`src/hw/rtl/sdmc_pkg.sv`:
```
// shared constants and controller/datapath interface types
// no dependencies
`timescale 1ns / 1ps

package sdmc_pkg;

  // port widths fixed by the operand format
  localparam int unsigned MANT_LO_W  = 64;
  localparam int unsigned MANT_HI_W  = 32;
  localparam int unsigned SCALE_IN_W = 5;

  // default configuration
  localparam int unsigned DEFAULT_MANTISSA_WIDTH = 96;
  localparam int unsigned DEFAULT_SCALE_WIDTH    = 5;

  // controller to datapath commands
  typedef struct packed {
    logic load;
    logic step;
    logic cmp;
  } dp_cmd_t;

  // datapath to controller status
  typedef struct packed {
    logic cnt_zero;
  } dp_stat_t;

endpackage

```
`src/hw/rtl/scaled_decimal_magnitude_compare_top.sv`:
```
// top level of the scaled decimal magnitude compare block
// depends on sdmc_pkg, sdmc_ctrl and sdmc_datapath
`timescale 1ns / 1ps

// A transaction is taken when start_i is high and busy_o is low. The operand
// with the smaller scale is multiplied by ten once per cycle in the datapath,
// once per unit of scale difference, and then compared; done_o rises with the
// registered flags. done_o is high for a single cycle and the flags hold until
// the next compare; the receiver cannot stall, so it must take them in that
// cycle. A new transaction may be started in the same cycle that done_o is high.
module scaled_decimal_magnitude_compare_top #(
  parameter int unsigned MANTISSA_WIDTH = sdmc_pkg::DEFAULT_MANTISSA_WIDTH,
  parameter int unsigned SCALE_WIDTH    = sdmc_pkg::DEFAULT_SCALE_WIDTH
) (
  input  logic                            clk_i,
  input  logic                            rst_ni,
  input  logic                            start_i,
  output logic                            busy_o,
  input  logic [sdmc_pkg::MANT_LO_W-1:0]  a_mant_lo_i,
  input  logic [sdmc_pkg::MANT_HI_W-1:0]  a_mant_hi_i,
  input  logic [sdmc_pkg::SCALE_IN_W-1:0] a_scale_i,
  input  logic [sdmc_pkg::MANT_LO_W-1:0]  b_mant_lo_i,
  input  logic [sdmc_pkg::MANT_HI_W-1:0]  b_mant_hi_i,
  input  logic [sdmc_pkg::SCALE_IN_W-1:0] b_scale_i,
  output logic                            done_o,
  output logic                            is_less_o,
  output logic                            is_greater_o,
  output logic                            is_equal_o
);
  import sdmc_pkg::*;

  dp_cmd_t  cmd;
  dp_stat_t stat;

  // controller
  sdmc_ctrl u_ctrl (
    .clk_i   (clk_i),
    .rst_ni  (rst_ni),
    .start_i (start_i),
    .busy_o  (busy_o),
    .done_o  (done_o),
    .cmd_o   (cmd),
    .stat_i  (stat)
  );

  // datapath
  sdmc_datapath #(
    .MANTISSA_WIDTH (MANTISSA_WIDTH),
    .SCALE_WIDTH    (SCALE_WIDTH)
  ) u_datapath (
    .clk_i        (clk_i),
    .cmd_i        (cmd),
    .stat_o       (stat),
    .a_mant_lo_i  (a_mant_lo_i),
    .a_mant_hi_i  (a_mant_hi_i),
    .a_scale_i    (a_scale_i),
    .b_mant_lo_i  (b_mant_lo_i),
    .b_mant_hi_i  (b_mant_hi_i),
    .b_scale_i    (b_scale_i),
    .is_less_o    (is_less_o),
    .is_greater_o (is_greater_o),
    .is_equal_o   (is_equal_o)
  );

endmodule

```
`src/hw/rtl/sdmc_datapath.sv`:
```
// operand registers, multiply-by-ten unit and final magnitude compare
// depends on sdmc_pkg
`timescale 1ns / 1ps

module sdmc_datapath #(
  parameter int unsigned MANTISSA_WIDTH = sdmc_pkg::DEFAULT_MANTISSA_WIDTH,
  parameter int unsigned SCALE_WIDTH    = sdmc_pkg::DEFAULT_SCALE_WIDTH
) (
  input  logic                              clk_i,
  input  sdmc_pkg::dp_cmd_t                 cmd_i,
  output sdmc_pkg::dp_stat_t                stat_o,
  input  logic [sdmc_pkg::MANT_LO_W-1:0]    a_mant_lo_i,
  input  logic [sdmc_pkg::MANT_HI_W-1:0]    a_mant_hi_i,
  input  logic [sdmc_pkg::SCALE_IN_W-1:0]   a_scale_i,
  input  logic [sdmc_pkg::MANT_LO_W-1:0]    b_mant_lo_i,
  input  logic [sdmc_pkg::MANT_HI_W-1:0]    b_mant_hi_i,
  input  logic [sdmc_pkg::SCALE_IN_W-1:0]   b_scale_i,
  output logic                              is_less_o,
  output logic                              is_greater_o,
  output logic                              is_equal_o
);
  import sdmc_pkg::*;

  // four bits of growth per scale step cover a factor of ten
  localparam int unsigned WIDE_W = MANTISSA_WIDTH + 4 * ((1 << SCALE_WIDTH) - 1);

  logic [MANTISSA_WIDTH-1:0] a_mant, b_mant;
  logic [SCALE_WIDTH-1:0]    a_sc, b_sc;
  logic                      a_smaller;

  logic [WIDE_W-1:0]         x_q, x_d;
  logic [MANTISSA_WIDTH-1:0] y_q, y_d;
  logic [SCALE_WIDTH-1:0]    cnt_q, cnt_d;
  logic                      a_is_x_q, a_is_x_d;
  logic                      less_q, less_d;
  logic                      greater_q, greater_d;
  logic                      equal_q, equal_d;

  logic [WIDE_W-1:0]         y_wide;
  logic                      x_lt, x_eq;

  // drop mantissa and scale bits beyond the configured widths
  assign a_mant    = MANTISSA_WIDTH'({a_mant_hi_i, a_mant_lo_i});
  assign b_mant    = MANTISSA_WIDTH'({b_mant_hi_i, b_mant_lo_i});
  assign a_sc      = SCALE_WIDTH'(a_scale_i);
  assign b_sc      = SCALE_WIDTH'(b_scale_i);
  assign a_smaller = (a_sc < b_sc);

  // aligned compare of the multiplied operand against the other one
  assign y_wide = WIDE_W'(y_q);
  assign x_lt   = (x_q < y_wide);
  assign x_eq   = (x_q == y_wide);

  // next values of the operand registers
  always_comb begin
    x_d       = x_q;
    y_d       = y_q;
    cnt_d     = cnt_q;
    a_is_x_d  = a_is_x_q;
    less_d    = less_q;
    greater_d = greater_q;
    equal_d   = equal_q;
    if (cmd_i.load) begin
      // the operand with the smaller scale gets multiplied
      if (a_smaller) begin
        x_d      = WIDE_W'(a_mant);
        y_d      = b_mant;
        cnt_d    = b_sc - a_sc;
        a_is_x_d = 1'b1;
      end else begin
        x_d      = WIDE_W'(b_mant);
        y_d      = a_mant;
        cnt_d    = a_sc - b_sc;
        a_is_x_d = 1'b0;
      end
    end else if (cmd_i.step) begin
      // times ten as shift by three plus shift by one
      x_d   = (x_q << 3) + (x_q << 1);
      cnt_d = cnt_q - 1'b1;
    end else if (cmd_i.cmp) begin
      equal_d = x_eq;
      if (a_is_x_q) begin
        less_d    = x_lt;
        greater_d = !x_lt && !x_eq;
      end else begin
        less_d    = !x_lt && !x_eq;
        greater_d = x_lt;
      end
    end
  end

  // operand and result registers
  always_ff @(posedge clk_i) begin
    x_q       <= x_d;
    y_q       <= y_d;
    cnt_q     <= cnt_d;
    a_is_x_q  <= a_is_x_d;
    less_q    <= less_d;
    greater_q <= greater_d;
    equal_q   <= equal_d;
  end

  assign stat_o.cnt_zero = (cnt_q == '0);
  assign is_less_o       = less_q;
  assign is_greater_o    = greater_q;
  assign is_equal_o      = equal_q;

endmodule

```
`src/hw/rtl/sdmc_ctrl.sv`:
```
// sequencing state machine for load, alignment steps and compare
// depends on sdmc_pkg
`timescale 1ns / 1ps

module sdmc_ctrl (
  input  logic               clk_i,
  input  logic               rst_ni,
  input  logic               start_i,
  output logic               busy_o,
  output logic               done_o,
  output sdmc_pkg::dp_cmd_t  cmd_o,
  input  sdmc_pkg::dp_stat_t stat_i
);
  import sdmc_pkg::*;

  typedef enum logic {
    ST_IDLE,
    ST_ALIGN
  } state_e;

  state_e state_q;
  logic   done_q;

  // commands to the datapath
  always_comb begin
    cmd_o = '0;
    case (state_q)
      ST_IDLE: begin
        cmd_o.load = start_i;
      end
      ST_ALIGN: begin
        cmd_o.step = !stat_i.cnt_zero;
        cmd_o.cmp  = stat_i.cnt_zero;
      end
      default: begin
        cmd_o = '0;
      end
    endcase
  end

  // state and result strobe
  always_ff @(posedge clk_i or negedge rst_ni) begin
    if (!rst_ni) begin
      state_q <= ST_IDLE;
      done_q  <= 1'b0;
    end else begin
      done_q <= 1'b0;
      case (state_q)
        ST_IDLE: begin
          if (start_i) begin
            state_q <= ST_ALIGN;
          end
        end
        ST_ALIGN: begin
          if (stat_i.cnt_zero) begin
            state_q <= ST_IDLE;
            done_q  <= 1'b1;
          end
        end
        default: begin
          state_q <= ST_IDLE;
        end
      endcase
    end
  end

  assign busy_o = (state_q == ST_ALIGN);
  assign done_o = done_q;

endmodule

```
`config.mk`:
```
export PLATFORM = sky130hd
export DESIGN_NAME = scaled_decimal_magnitude_compare_top
export DESIGN_NICKNAME = d
export VERILOG_FILES = /design/src/hw/rtl/sdmc_pkg.sv /design/src/hw/rtl/scaled_decimal_magnitude_compare_top.sv /design/src/hw/rtl/sdmc_datapath.sv /design/src/hw/rtl/sdmc_ctrl.sv
export SDC_FILE = /design/constraint.sdc
export NUM_CORES = 1
export LEC_CHECK = 0
export BUFFER_PORTS_ARGS = -buffer_cell sky130_fd_sc_hd__buf_4
export CORE_ASPECT_RATIO = 1.25
export CORE_MARGIN = 2
export CORE_UTILIZATION = 45
export CTS_CLUSTER_DIAMETER = 40
export DETAILED_ROUTE_END_ITERATION = 12
export GPL_TIMING_DRIVEN = 0
export PLACE_DENSITY_LB_ADDON = 0.12
export SLEW_MARGIN = 20
export SYNTH_ARGS = -nofsm -noshare
export SYNTH_HDL_FRONTEND = slang
export SYNTH_HIERARCHICAL = 1
export SYNTH_SLANG_ARGS = --single-unit
```
`constraint.sdc`:
```
create_clock -name clk_i -period 10.35 [get_ports clk_i]
set_clock_uncertainty 0.2 [all_clocks]
set_input_delay 1.5525 -clock clk_i [delete_from_list [all_inputs] [get_ports clk_i]]
set_output_delay 1.5525 -clock clk_i [all_outputs]
set_load 0.02 [all_outputs]
```
== Yosys cells after proc, flatten, opt, wreduce, memory -nomap -nowiden ==
Cells that the tools add are included.

* Register bits after elaboration: 327
* Logic and storage cells: 43
* Input port bits: 205
* Output and inout bits: 5

* Mux-type cells: 17
* Reduce and logical (&&, ||, !) cells: 7
* Order comparisons: 2
* Add/sub/neg operators: 4
* Equality and inequality tests: 1
* Bitwise logic cells: 3

{| class="wikitable"
|+ Operators by type and width
! operator !! count
|-
| $mux 220 || 2
|-
| $add 220x220->220 || 1
|-
| $eq 220x96->1 || 1
|-
| $lt 220x96->1 || 1
|-
| $mux 96 || 2
|-
| $mux 5 || 3
|-
| $sub 5x5->5 || 2
|-
| $mux 1 || 8
|-
| $logic_not 5->1 || 1
|-
| $lt 5x5->1 || 1
|-
| $sub 5x1->5 const B || 1
|-
| $logic_not 1->1 || 3
|-
| $not 1->1 || 3
|-
| $reduce_and 3->1 || 1
|-
| $mux 2 || 1
|-
| $pmux 1 s2 || 1
|-
| $reduce_bool 2->1 || 1
|-
| $logic_and 1x1->1 || 1
|}

== Depth between registers and ports, before layout ==
Gate-level depths: netlist of run 1.

* Word-level depth: 5
* Mapped depth: 15
* Gate-level depth less buffers: 13

== Cells and area by module ==
Netlist of run 1, hierarchy kept.

{| class="wikitable"
|+ By module, submodules not included
! module !! cells each !! seq. area each (µm²) !! area an instance (µm²) !! times used
|-
| sdmc_datapath || 4465 || 9759.4 || 34295.4 || 1
|-
| sdmc_ctrl || 6 || 50.0 || 78.8 || 1
|}

== Least setup slack after synthesis of run 1 ==
OpenSTA, ideal clock, no wires.

* Path kind: input to register
* Start point: in start_i
* End point: reg u_datapath.equal_q, in the netlist u_datapath/is_equal_o, enable pin
* Arrival: 9.779 ns
* Setup slack: -0.062 ns
* Path buffers: 3
* Stages on the path: 6
* Library setup time: 0.433 ns
* Required time: 9.717 ns
* Cell sequence: nor2b_1 clkbuf_1 clkbuf_1 clkbuf_1 or2_2 nor2_1

* Word-level cells in the longest chain between the ends: 3

{| class="wikitable"
|+ Ends and longest elaborated chain
! element !! RTL line !! text
|-
| start: declaration || scaled_decimal_magnitude_compare_top.sv:17 || <nowiki>input logic start_i,</nowiki>
|-
| $mux 1 || sdmc_ctrl.sv:27 || <nowiki>case (state_q)</nowiki>
|-
| $not 1->1 (no line) || -- ||
|-
| $reduce_and 3->1 (no line) || -- ||
|-
| end signal: assignment || sdmc_datapath.sv:100 || <nowiki>equal_q <= equal_d;</nowiki>
|-
| end: declaration || sdmc_datapath.sv:37 || <nowiki>logic equal_q, equal_d;</nowiki>
|}

Every way passes these cells.
A chain may end at the register's enable or synchronous reset.

== Final worst setup path of run 1 ==
* Start point: reg u_datapath.x_q[109]
* End point: reg u_datapath.x_q[171] (data pin)

* Word-level cells in the longest chain between the ends: 3

{| class="wikitable"
|+ Ends and longest elaborated chain
! element !! RTL line !! text
|-
| start: declaration || sdmc_datapath.sv:31 || <nowiki>logic [WIDE_W-1:0] x_q, x_d;</nowiki>
|-
| start signal: assignment || sdmc_datapath.sv:94 || <nowiki>x_q <= x_d;</nowiki>
|-
| $add 220x220->220 || sdmc_datapath.sv:78 || <nowiki>x_d = (x_q << 3) + (x_q << 1);</nowiki>
|-
| $mux 220 || sdmc_datapath.sv:76 || <nowiki>end else if (cmd_i.step) begin</nowiki>
|-
| $mux 220 || sdmc_datapath.sv:63 || <nowiki>if (cmd_i.load) begin</nowiki>
|}

Every way passes these cells. The select of a mux whose other input is x is not followed.

==> out/metrics.cfg, run 1 <==
[global_route]
grt_pass1_wl_um=214000
grt_overflow_total=0
grt_max_degree=52
grt_use_total=0.363
grt_pass1_vias=34800
antenna_found_initial=2

[worst_setup_path]
startpoint=u_datapath/x_q[109]
rr_endpoint=u_datapath/x_q[171]
r2r-start=u_datapath/x_q[109]
startpoint_type=flip-flop
crit_fanout=9
critPathArrivalTime_ns=5.88
worst-setup-path-type=flip-flop to flip-flop
end_kind=flip-flop
cp.required_ns=10.55
timing.reg2reg.setup_slack_ns=4.68
reg2reg_depth=11
endpoint=u_datapath/x_q[171]

[synthesis]
synth_cell_type_count=113
synth_flop_cell=edfxtp_1
synth-compound-area-share=0.254
muxShareOfSynthArea=0.0109
synth_edf_count=325
netlist_area_um2=34400
yosysWarnings=6
synth_most_common_cell=nand2_1
seq_area_frac_synth=0.285
syn_inst=4471
syn_avg_cell_area_um2=7.69
ys_top_cells_by_area=edfxtp_1, ha_1, nand2_1
async_flop_share=0.00612
ys_ff_latch=327
synthAdderAreaFrac=0.119
synth_top_family_by_area=compound AO/OA/AOI/OAI gates
synthSimpleGateAreaFrac=0.245
yosysTopAreaCell=edfxtp_1
synth_common_cells=nand2_1, nor2_1, a21oi_1, edfxtp_1, ha_1
synthesis.nets=5002
synth_xor_area_frac=0.0403
synth_top_area_frac=0.284

[clock_network]
clkSinkCount=327
cts_max_level=3
cts_tree=built
cts_buffers=66
hold_buffers=0
cts_max_path_buffers=3
clkTransAtPathRegs_ns=0.05
clk_latency_ns=0.62
root_buffer=clkbuf_16
post-cts-setup-buffers=0
cts-resized-gates=0

[sta]
worst_pin_slew_ns=1.24
min_period_ns=5.67
setup_viol=0
hold_violations=0
fmax_mhz=176
timing.final.crit_share=0.548
rsz0062_at_grt=false
slew_headroom=0.172
drv_slew=0

[placed_design]
placedCellCount=5669
gp_congestion=1.06
place_area_um2=37400
hpwl_um=121000
io_buffers=209

[finish]
syn_to_final_growth_pct=15.2
drive_gt1_frac=0.110
nNetsFinal=5291
fin_cells=5789
design_area_um2=39600
multi_input_area_um2=23000
fill_cells=7547
seqCellArea_um2=9810

[floorplanning]
placementRows=113
dieArea_um2=78600
coreArea_um2=75800
io_pins=210
die_y_um=313
fp.dieW_um=251
initial_core_util=0.454

[status]
status=finished, final reports clean

[routing]
routed_wl_um=147000
drc_errors=0
vias_per_cell=6.23
drtPass1Iterations=7
wl_per_cell_um=25.4
drt-initial-drc-count=3252
antenna_left=0
dr_total_vias=36100

[min_path]
hold_class=flip-flop to flip-flop

[flow_run]
cap_violations=0

-- final cells by class --
cell class              count  area share
clock buffers              73      0.0424
repair buffers            221      0.0459
well taps                 977      0.0309
plain buffers             199      0.0217
clock inverters            46      0.0119
flip-flops and latches    327       0.248
multi-input cells        3756       0.582
inverters                 189      0.0179
diodes                      1   0.0000632
-- placed cells by master, fill, tap and decap left out, types with 26 or more instances in the layout --
cell type / instances
a21o_1: 181
a21oi_1: 456
a31oi_1: 101
buf_2: 71
buf_4: 211
clkbuf_1: 113
clkbuf_16: 66
edfxtp_1: 325
ha_1: 323
inv_1: 188
nand2_1: 864
nand3_1: 40
nand4_1: 143
nor2_1: 459
nor2b_1: 34
nor3_1: 98
nor4_1: 64
o21a_1: 60
o21ai_0: 251
o21bai_1: 91
or3_1: 26
xnor2_1: 105
xor2_1: 53
-- per-stage QoR --
step,util,setup slack [ns],setup TNS [ns],hold slack (ns)
after global routing,0.522,4.83,0,0.489
after floorplan,-,1.73,0,0.375
final,0.522,4.68,0,0.458
after global placement,0.490,-2.66,-528.98,0.416
after detailed placement,0.494,4.61,0,0.452
after CTS,0.522,5.16,0,0.461
-- critical path: stages (launching register included) --
cell and delay (ns):
edfxtp_1 0.64, ha_1 0.39, buf_2 0.20, nand4_1 0.29, nor3_1 0.75, nand2_1 0.23
nor4_1 0.85, o2111ai_1 0.58, a21o_1 0.39, a211oi_2 0.53, nor3_1 0.09, nor3_1 0.31
-- per-layer routing --
metal / vias to the layer above / part of all wire / global-route usage / wire length, µm
li1: 16900 / - / - / -
met1: 17200 / 0.40 / 0.431 / 58200
met2: 1496 / 0.47 / 0.618 / 69200
met3: 405 / 0.061 / 0.0457 / 9020
met4: 2 / 0.074 / 0.240 / 10800
met5: - / 0.000075 / 0 / 11
-- worst min-delay path by stage --
stage,from,end,cells past startpoint
after floorplan,u_datapath/cnt_q[0],u_datapath/cnt_q[0],1
after detailed placement,u_datapath/cnt_q[0],u_datapath/cnt_q[0],1
after global placement,u_ctrl/busy_o,u_ctrl/done_o,1
final,u_ctrl/busy_o,u_ctrl/done_o,1
after global routing,u_datapath/cnt_q[0],u_datapath/cnt_q[0],1
after CTS,u_datapath/cnt_q[0],u_datapath/cnt_q[0],1
-- registers in the layout (all words and copies together) (netlist names) --
register and flops:
u_datapath/x_q 220, u_datapath/is_less_o 1, u_datapath/cnt_q 5, u_datapath/y_q 96, u_ctrl/done_o 1, u_datapath/is_greater_o 1
u_datapath/a_is_x_q 1, u_ctrl/busy_o 1, u_datapath/is_equal_o 1
-- cells by family (layout without fill, tap and decap cells) --
group / Yosys count / after routing
XOR/XNOR: 158 / 158
buffers and inverters: 388 / 728
AO/OA/AOI/OAI: 1365 / 1365
flip-flops: 327 / 327
multiplexers: 33 / 33
adder cells (fa/ha/maj): 326 / 326
AND/OR/NAND/NOR: 1874 / 1874
other: 0 / 1
Power of run 1 is not shown: default switching activity piles up to over one toggle a cycle in this logic, so the estimate is an artifact.
==> inputs of run 2 (changes only) <==
==> constraint.sdc (replaced) <==
create_clock -name clk_i -period 4.7 [get_ports clk_i]
set_clock_uncertainty 0.2 [all_clocks]
set_input_delay 0.705 -clock clk_i [delete_from_list [all_inputs] [get_ports clk_i]]
set_output_delay 0.705 -clock clk_i [all_outputs]
set_load 0.02 [all_outputs]
==> out/metrics.cfg, run 2 (synthesized netlist as in run 1, its figures left out) <==
[finish]
nNetsFinal=5299  ; +0.15%
largest_reg_flops=220  ; unchanged
syn_to_final_growth_pct=16.4
top_register=u_datapath/x_q
final_cell_mix=nand2_1, nor2_1, a21oi_1
top_regs=u_datapath/x_q (220), u_datapath/y_q (96), u_datapath/cnt_q (5)
drive_gt1_frac=0.119  ; +0.00851
layout.cells.most_common=nand2_1
fill_cells=7554  ; +0.093%

[placed_design]
io_buffers=209  ; unchanged
hpwl_um=123000  ; +1.6%
gp_congestion=1.02  ; -3.4%

[floorplanning]
die_y_um=313  ; unchanged
fp.dieW_um=251  ; unchanged
io_pins=210  ; unchanged
placementRows=113  ; unchanged
initial_core_util=0.454  ; unchanged
dieArea_um2=78600  ; unchanged
coreArea_um2=75800  ; unchanged

[clock_network]
cts_tree=built
cts_max_path_buffers=3  ; unchanged
clkTransAtPathRegs_ns=0.06  ; about the same
cts_buffers=68  ; +3.0%
cts_max_level=3  ; unchanged
root_buffer=clkbuf_16
clkSinkCount=327  ; unchanged
clk_latency_ns=0.63  ; about the same

[sta]
rsz0062_at_grt=true
drv_slew=0  ; unchanged
fin_worst_hold_slack_ns=0.142  ; -0.317 ns
worst_slack_ns=-0.0195  ; -4.70 ns
hold_violations=0  ; unchanged
setup_viol=1  ; +1
min_period_ns=4.72  ; -0.955 ns
fmax_mhz=212  ; +20%
slew_headroom=0.202  ; +0.0292
worst_pin_slew_ns=1.19  ; -0.0548 ns
timing.final.crit_share=1.00  ; +0.456

[routing]
routed_wl_um=151000  ; +2.4%
dr_total_vias=36200  ; +0.35%
vias_per_cell=6.24  ; +0.18%
wl_per_cell_um=26.0  ; +2.2%
antenna_left=0  ; unchanged
drtPass1Iterations=6  ; -1
drc_errors=0  ; unchanged
drt-initial-drc-count=3560  ; +9.5%

[status]
status=finished, violations left
violations=negative setup slack

[min_path]
worstHoldStart=b_mant_lo_i[15]
whs_endpoint=u_datapath/y_q[15]
holdPathStages=3  ; +2
hold_class=primary input to flip-flop

[global_route]
antenna_found_initial=2  ; unchanged
grt_max_degree=49  ; -5.8%
grt_pass1_vias=35100  ; +0.78%
grt_overflow_total=0  ; unchanged
grt_use_total=0.372  ; +0.00921
grt_pass1_wl_um=219000  ; +2.3%

[worst_setup_path]
cp.required_ns=4.88  ; -5.67 ns
worst-setup-path-type=flip-flop to flip-flop
reg2reg_depth=12  ; +1
crit_fanout=6  ; -3
critPathArrivalTime_ns=4.90  ; -0.98 ns
path_cells=ha_1 -> a21oi_2 -> o21ai_1 -> a21oi_1 -> o21ai_0 -> a221oi_1 -> nand2_1 -> o21a_2 -> a31oi_4 -> o31ai_4 -> a21oi_2 -> mux2_1
end_kind=flip-flop
timing.reg2reg.setup_slack_ns=-0.02  ; -4.70 ns
critPathMaxStageDelay_ns=0.47  ; -0.38 ns
crit_slowest_cell=edfxtp_1
crit_top_cell=a21oi_2
r2r-start=u_datapath/x_q[25]
startpoint_type=flip-flop
rr_endpoint=u_datapath/x_q[197]

[flow_run]
cap_violations=0  ; unchanged

==> run 2: area by class of cell <==
class | instances | area (µm²) | share of cell area
Inverter | 189 | 709 | 0.0177
Multi-Input combinational cell | 3756 | 23200 | 0.581
Clock buffer | 75 | 1790 | 0.0448
Antenna cell | 2 | 5.00 | 0.000125
Buffer | 198 | 877 | 0.0219
Sequential cell | 327 | 9810 | 0.245
Timing Repair Buffer | 228 | 1850 | 0.0462
Tap cell | 977 | 1220 | 0.0306
Clock inverter | 47 | 512 | 0.0128
==> run 2: timing repair <==
| item | 4_1_cts | 5_1_grt |
|---|---|---|
| endpoints found under the setup margin | 19 | 26 |
| hold buffers | 1 | 0 |
| pin swaps | 3 | 6 |
| setup buffers | 4 | 4 |
| resized for setup | 17 | 19 |
| gates cloned | 0 | 0 |
| endpoints found under the hold margin | 2 | 0 |
==> run 2: critical path: cells and delay by family, from the launching register on <==
family / cells / cell delay (ns)
AOI/OAI and AO/OA: 9 / 2.75
DFF: 1 / 0.47
adders and majority gates: 1 / 0.44
muxes: 1 / 0.35
and+or+nand+nor: 1 / 0.26
==> run 2: worst max path at each step <==
stage / start / endpoint / slack, ns / cells after the start
global placement: start_i / u_datapath/is_equal_o / -2.94 / 7
finish: u_datapath/x_q[25] / u_datapath/x_q[197] / -0.02 / 12
detailed placement: u_datapath/x_q[110] / u_datapath/x_q[208] / -0.45 / 13
global route: u_datapath/x_q[0] / u_datapath/x_q[197] / -0.01 / 13
floorplan: start_i / u_datapath/is_equal_o / -0.58 / 6
CTS: u_datapath/x_q[166] / u_datapath/x_q[208] / -0.02 / 12
==> run 2: per-layer routing <==
metal / up-vias / share of wire / track usage / routed length [µm]
li1: 17000 / - / - / -
met1: 17300 / 0.40 / 0.454 / 59600
met2: 1581 / 0.47 / 0.628 / 70500
met3: 390 / 0.068 / 0.0503 / 10200
met4: 0 / 0.069 / 0.223 / 10400
met5: - / 0 / 0 / 0
==> run 2: per-stage QoR <==
stage               setup WS (ns)  area, µm²  setup TNS (ns)   util  std cells
floorplan                  -0.582      34400          -89.48      -       4471
global placement            -2.94      37200         -927.36  0.491       5657
detailed placement         -0.446      37400           -2.96  0.494       5667
CTS                       -0.0152      39900         -0.0242  0.526       5794
global route              -0.0122      40000         -0.0122  0.528       5797
finish                    -0.0195      40000         -0.0195  0.528       5799
Power of run 2 is left out for the same reason.
